[src/sv/cycle_interval_jitter_monitor_core_macros.svh]
// Assertion macros for the cycle interval jitter monitor.
`ifndef CYCLE_INTERVAL_JITTER_MONITOR_CORE_MACROS_SVH
`define CYCLE_INTERVAL_JITTER_MONITOR_CORE_MACROS_SVH

`ifndef SYNTH
`define CIJM_ASSERT(lbl, prop, msg) \
  lbl: assert property (@(posedge clk) disable iff (!rst_n) (prop)) else $error(msg);
`define CIJM_ASSERT_PAST(lbl, prop, msg) \
  lbl: assert property (@(posedge clk) disable iff (!rst_n) \
    ($past(rst_n) |-> (prop))) else $error(msg);
`else
`define CIJM_ASSERT(lbl, prop, msg)
`define CIJM_ASSERT_PAST(lbl, prop, msg)
`endif

`endif

[src/sv/cijm_pkg.sv]
// Shared types and constants of the cycle interval jitter monitor.
`default_nettype none

package cijm_pkg;

  localparam int WINDOW_DEF = 256;
  localparam int OP_W       = 2;
  localparam int TS_W       = 64;
  localparam int IDX_W      = 8;
  localparam int VAL_W      = 63;
  localparam int CNT_W      = 48;

  localparam logic [VAL_W-1:0] MAX63 = {VAL_W{1'b1}};
  localparam logic [CNT_W-1:0] MAX48 = {CNT_W{1'b1}};

  typedef enum logic [OP_W-1:0] {
    OP_START = 2'd0,
    OP_TICK  = 2'd1,
    OP_READ  = 2'd2,
    OP_RSVD  = 2'd3
  } op_t;

  typedef enum logic [3:0] {
    ST_IDLE,
    ST_IVAL,
    ST_ACCUM,
    ST_DIV_GO,
    ST_DIVIDE,
    ST_UP,
    ST_DN,
    ST_PICK,
    ST_FINISH
  } state_t;

  typedef struct packed {
    logic busy;
    logic done;
  } div_stat_t;

endpackage

`default_nettype wire

[src/sv/cijm_div.sv]
// Restoring divider, one quotient bit per cycle: interval total over tick count.
`default_nettype none

module cijm_div
  import cijm_pkg::*;
(
  input  wire logic             clk,
  input  wire logic             rst_n,
  input  wire logic             start,
  input  wire logic [VAL_W-1:0] dividend,
  input  wire logic [CNT_W-1:0] divisor,
  output logic      [VAL_W-1:0] quotient,
  output div_stat_t             stat
);

  localparam int DCW = $clog2(VAL_W + 1);

  logic [DCW-1:0]   cnt_r;
  logic [CNT_W-1:0] rem_r;
  logic [VAL_W-1:0] quo_r;
  logic [CNT_W-1:0] dvs_r;
  logic             busy_r;
  logic             done_r;

  logic [CNT_W:0]   trial;
  logic [CNT_W:0]   diff;
  logic             qbit;

  always_comb begin
    trial = {rem_r, quo_r[VAL_W-1]};
    diff  = trial - {1'b0, dvs_r};
    qbit  = (trial >= {1'b0, dvs_r});
  end

  always_ff @(posedge clk) begin
    if (!rst_n) begin
      busy_r <= 1'b0;
      done_r <= 1'b0;
      cnt_r  <= '0;
    end else begin
      done_r <= 1'b0;
      if (start) begin
        busy_r <= 1'b1;
        cnt_r  <= DCW'(VAL_W);
      end else if (busy_r) begin
        cnt_r <= cnt_r - 1'b1;
        if (cnt_r == DCW'(1)) begin
          busy_r <= 1'b0;
          done_r <= 1'b1;
        end
      end
    end
  end

  always_ff @(posedge clk) begin
    if (start) begin
      quo_r <= dividend;
      rem_r <= '0;
      dvs_r <= divisor;
    end else if (busy_r) begin
      quo_r <= {quo_r[VAL_W-2:0], qbit};
      rem_r <= qbit ? diff[CNT_W-1:0] : trial[CNT_W-1:0];
    end
  end

  assign quotient  = quo_r;
  assign stat.busy = busy_r;
  assign stat.done = done_r;

endmodule

`default_nettype wire

[config.mk]
export PLATFORM = sky130hd
export DESIGN_NAME = cijm_div
export DESIGN_NICKNAME = d
export VERILOG_FILES = /design/src/sv/cycle_interval_jitter_monitor_core_macros.svh /design/src/sv/cijm_pkg.sv /design/src/sv/cijm_div.sv
export SDC_FILE = /design/constraint.sdc
export NUM_CORES = 1
export LEC_CHECK = 0
export ABC_AREA = 1
export BUFFER_PORTS_ARGS = -buffer_cell sky130_fd_sc_hd__buf_2
export CAP_MARGIN = 20
export CORE_ASPECT_RATIO = 1.25
export CORE_MARGIN = 5
export CORE_UTILIZATION = 52
export DETAILED_ROUTE_END_ITERATION = 7
export GPL_TIMING_DRIVEN = 0
export PLACE_DENSITY = 0.77
export SLEW_MARGIN = 20
export SYNTH_ARGS = -nofsm -noshare
export SYNTH_HDL_FRONTEND = slang
export SYNTH_SLANG_ARGS = --single-unit
[constraint.sdc]
create_clock -name clk -period 2.4 [get_ports clk]
set_input_delay 0.48 -clock clk [delete_from_list [all_inputs] [get_ports clk]]
set_output_delay 0.48 -clock clk [all_outputs]
set_load 0.02 [all_outputs]
# Yosys cells after proc, flatten, opt, wreduce, memory -nomap -nowiden
# Index checks and enable logic that the tools add are counted.
# classes
n_addsub	2
order_cmp	1
eq_ne	1
n_mux	9
bitwise_logic	2
reduce_logical	2
# op_table
operator	n
two-way mux 63 bit	2
greater-or-equal comparator 49 x 48 -> 1 bit	1
two-way mux 48 bit	1
subtractor 48 bit	1
two-way mux 6 bit	2
equality test 6 x 1 -> 1 bit (second input constant)	1
subtractor 6 x 1 -> 6 bit (second input constant)	1
two-way mux 1 bit	4
OR reduction 3 bit	1
inverter 1 bit	2
nonzero test 2 bit	1
# totals
register_bits	167
elab_cells	23

# Depth between registers and ports, before layout
# logic_depth
word_depth	4
mapped_depth	18

# Worst setup path before layout
# Ideal clock, no wire load.
# synth_timing
path_type	input to register
startpoint	input port start
endpoint	register quo_r[0], in the netlist quotient[0] (enable)
arrival_ns	2.006
setup_slack_ns	-0.023
path_stages	3
path_cell_list	nor2_1 clkbuf_1 inv_1
# synth_between
elab_chain_len	1
# synth_lines
element	line_no	text
from (decl)	cijm_div.sv:9	input wire logic start,
nonzero test 2 bit (no line)	n/a	
to (signal assigned)	cijm_div.sv:57	quo_r <= dividend;
to (signal assigned)	cijm_div.sv:61	quo_r <= {quo_r[VAL_W-2:0], qbit};
to (decl)	cijm_div.sv:20	logic [VAL_W-1:0] quo_r;
# No other way between the ends.
# A chain may end at the register's enable or synchronous reset.

# Worst setup path in the final report
# layout_timing
startpoint	register dvs_r[21]
endpoint	register rem_r[7]
# layout_between
elab_chain_len	2
# layout_lines
element	line_no	text
from (decl)	cijm_div.sv:21	logic [CNT_W-1:0] dvs_r;
from (signal assigned)	cijm_div.sv:59	dvs_r <= divisor;
greater-or-equal comparator 49 x 48 -> 1 bit	cijm_div.sv:32	qbit = (trial >= {1'b0, dvs_r});
two-way mux 48 bit	cijm_div.sv:62	rem_r <= qbit ? diff[CNT_W-1:0] : trial[CNT_W-1:0];
to (signal assigned)	cijm_div.sv:62	
to (decl)	cijm_div.sv:19	logic [CNT_W-1:0] rem_r;
# No other way between the ends.

==> results.json <==
{
  "critical_path.max_fanout": 10,
  "yosysMostFrequentCell": "nand2_1",
  "yosysUniqueCellTypes": 38,
  "diodes": 0,
  "fin_nets": 2071,
  "drive_gt1_share_pct": 19.7,
  "cts_buffers": 17,
  "detail-route-antenna-nets": 0,
  "fin_cells": 2198,
  "overflow": 0,
  "drt-wirelength-per-cell_um": 15.2,
  "grt_pass1_wl_mm": 52.1,
  "hold_class": "in2reg",
  "drt-total-wl_mm": 33.4,
  "fillCellCount": 1932,
  "first_iter_violations": 730,
  "cts.sinks": 167,
  "insertion_delay_ns": 0.45,
  "irDropWorstVdd_uv": 469,
  "finalSetupViolCount": 0,
  "yosysWarnings": 0,
  "synth_top_area_cell": "edfxtp_1",
  "gp_congestion": 0.976,
  "synth_edf_count": 111,
  "start_util_pct": 52.7,
  "cts_tree": "yes",
  "die_area_um2": 24800,
  "p_leak_nw": 7.42,
  "htreeDepth": 4,
  "fin_crit_ns": 2.33,
  "status": "finished, final reports clean",
  "cp.arrival_ns": 2.66,
  "top_level_ports": 179,
  "cp.required_ns": 2.73,
  "netlist_area_um2": 11300,
  "std_cell_rows": 60,
  "clock_path_buffers": 2,
  "ys_top_cells_by_area": "edfxtp_1 29%, nand2_1 25%, inv_1 11%, dfxtp_1 9.9%, ha_1 5.5%",
  "netlist_top_cells_count": "762 x nand2_1, 325 x inv_1, 111 x edfxtp_1",
  "yosys_most_used_dff": "edfxtp_1",
  "maxClockFrequency_mhz": 429,
  "p_per_area_nw_per_um2": 526,
  "crit_path_start_kind": "flip-flop",
  "syn_inst": 1697,
  "port_buffers": 178,
  "postCtsHoldBufs": 0,
  "syn_nets": 1862,
  "avgSynthCellArea_um2": 6.67,
  "grt_start_max_net_pins": 53,
  "synthArstFlopShare_pct": 0,
  "finalClockSkew_ns": 0.0207,
  "tightest_slew_ns": 0.696,
  "slew_violations": 0,
  "relSlewSlack_pct": 53.6,
  "area_growth_pct": 23.1,
  "path_clk_slew_ns": 0.08,
  "hold_slack_ns": 0.202,
  "fin_crit_sh_pct": 97.2,
  "grt_pass1_vias": 10700,
  "grt.total_usage_pct": 26.2,
  "synth-seq-area-share_pct": 39.4,
  "synth_top_area_share_pct": 29.5,
  "placed_cells": 2155,
  "maxCapViolations": 0,
  "crit_type": "reg2reg",
  "hold_viol_final": 0,
  "critPathCaptureType": "flip-flop",
  "route.detailed.drc": 0,
  "die_h_um": 175,
  "core_area_um2": 21500,
  "dp_hpwl_mm": 25.8,
  "die_x_um": 142,
  "clockRootBuffer": "clkbuf_16",
  "synth_seq_cells": 167,
  "num_vias": 11000,
  "antenna_found_initial": 0,
  "vias_per_cell": 5.02,
  "first_pass_iters": 6
}
==> flip-flops by register name (all words and copies together) (netlist names) <==
signal / flops
dvs_r: 48
cnt_r: 6
busy_r: 1
quotient: 63
done_r: 1
rem_r: 48
==> metal layers <==
layer / wire [um] / up-vias / GRT usage [%]
li1: - / 5620 / -
met1: 13500 / 4974 / 30.8
met2: 16500 / 385 / 46.2
met3: 2300 / 63 / 5.34
met4: 1150 / 0 / 10.8
met5: 0 / - / 0
==> cell usage in the layout (no fill, tap or decap), types with 4 or more instances in the layout <==
master,count
inv_2,12
buf_12,4
nor2_4,12
buf_1,5
clkbuf_16,17
nand3_1,87
ha_4,22
buf_2,181
inv_1,313
edfxtp_1,111
xnor2_1,23
nand2_1,722
clkbuf_1,19
nand3_2,6
clkbuf_2,4
a21oi_1,27
buf_4,18
nand3b_1,4
nor2_1,71
ha_1,18
nand4_1,64
o21ai_0,4
dfxtp_1,56
clkinv_4,4
nand2_2,38
ha_2,10
inv_8,5
nor2_2,15
nand2_4,6
==> cell type report <==
cell class,count,area [um^2],share of cell area (%)
timing repair buffer,190,1010,7.24
clock buffer,18,429,3.08
tap,279,349,2.51
buffer,46,290,2.08
clock inverter,14,158,1.13
timing repair inverter,1,7.51,0.0539
sequential,167,4450,32.0
inverter,326,1230,8.81
multi-input combinational,1157,6000,43.1
==> stage by stage <==
stage                     util (%)  setup WS, ns  power [W]  TNS (ns)  instance area [um^2]
after floorplan                  -        0.0900    0.00408         0                 11300
after global placement        58.5         -1.51    0.00447   -117.81                 12600
after detailed placement      58.6        -0.793    0.00449    -50.03                 12600
after CTS                     62.1       0.00119    0.00727         0                 13300
after global routing          64.9       -0.0220    0.00760    -0.106                 13900
final                         64.9        0.0674    0.00733         0                 13900
==> worst max-delay path, stage by stage (launching register included) <==
cell and delay (ns):
edfxtp_1 0.35, inv_1 0.05, ha_1 0.34, nand2_1 0.15, nor2_2 0.19, nand2_1 0.14
nor2_4 0.18, nand3_2 0.14, nand3_4 0.14, buf_4 0.12, clkbuf_4 0.19, nand2_1 0.07
nand3_1 0.09, nand2_1 0.08
==> power by group <==
part | switching, W | total [W] | internal [W]
Sequential | 0.0000948 | 0.00339 | 0.00330
Combinational | 0.000754 | 0.00116 | 0.000407
Clock | 0.00138 | 0.00278 | 0.00140
==> cell families (layout without fill, tap and decap cells) <==
family | Yosys count | count (layout) | share of synthesized area [%]
and+or+nand+nor | 1039 | 1039 | 37.9
DFF | 167 | 167 | 39.4
adders and majority gates | 51 | 51 | 5.71
AOI/OAI and AO/OA | 42 | 42 | 2.09
buffers and inverters | 373 | 595 | 13.0
xor gates and xnor gates | 25 | 25 | 1.94
==> path summary, 6_finish.rpt <==
check | from | end | slack [ns] | depth (start not counted)
hold / removal | divisor[4] | dvs_r[4]$_DFFE_PP_ | 0.20 | 1
setup reg to reg | dvs_r[21]$_DFFE_PP_ | rem_r[7]$_SDFFE_PP0P_ | 0.07 | 13
setup / recovery | dvs_r[21]$_DFFE_PP_ | rem_r[7]$_SDFFE_PP0P_ | 0.07 | 13
hold reg to reg | rem_r[46]$_SDFFE_PP0P_ | rem_r[46]$_SDFFE_PP0P_ | 0.48 | 2
==> repair_timing <==
| item | in CTS | in global routing |
|---|---|---|
| resized for setup | 40 | 124 |
| pin swaps | 4 | 20 |
| setup endpoints to repair | 112 | 62 |
| gates cloned | 1 | 0 |
| setup buffers | 0 | 11 |
Note: power is estimated with default switching activity, not from simulation.
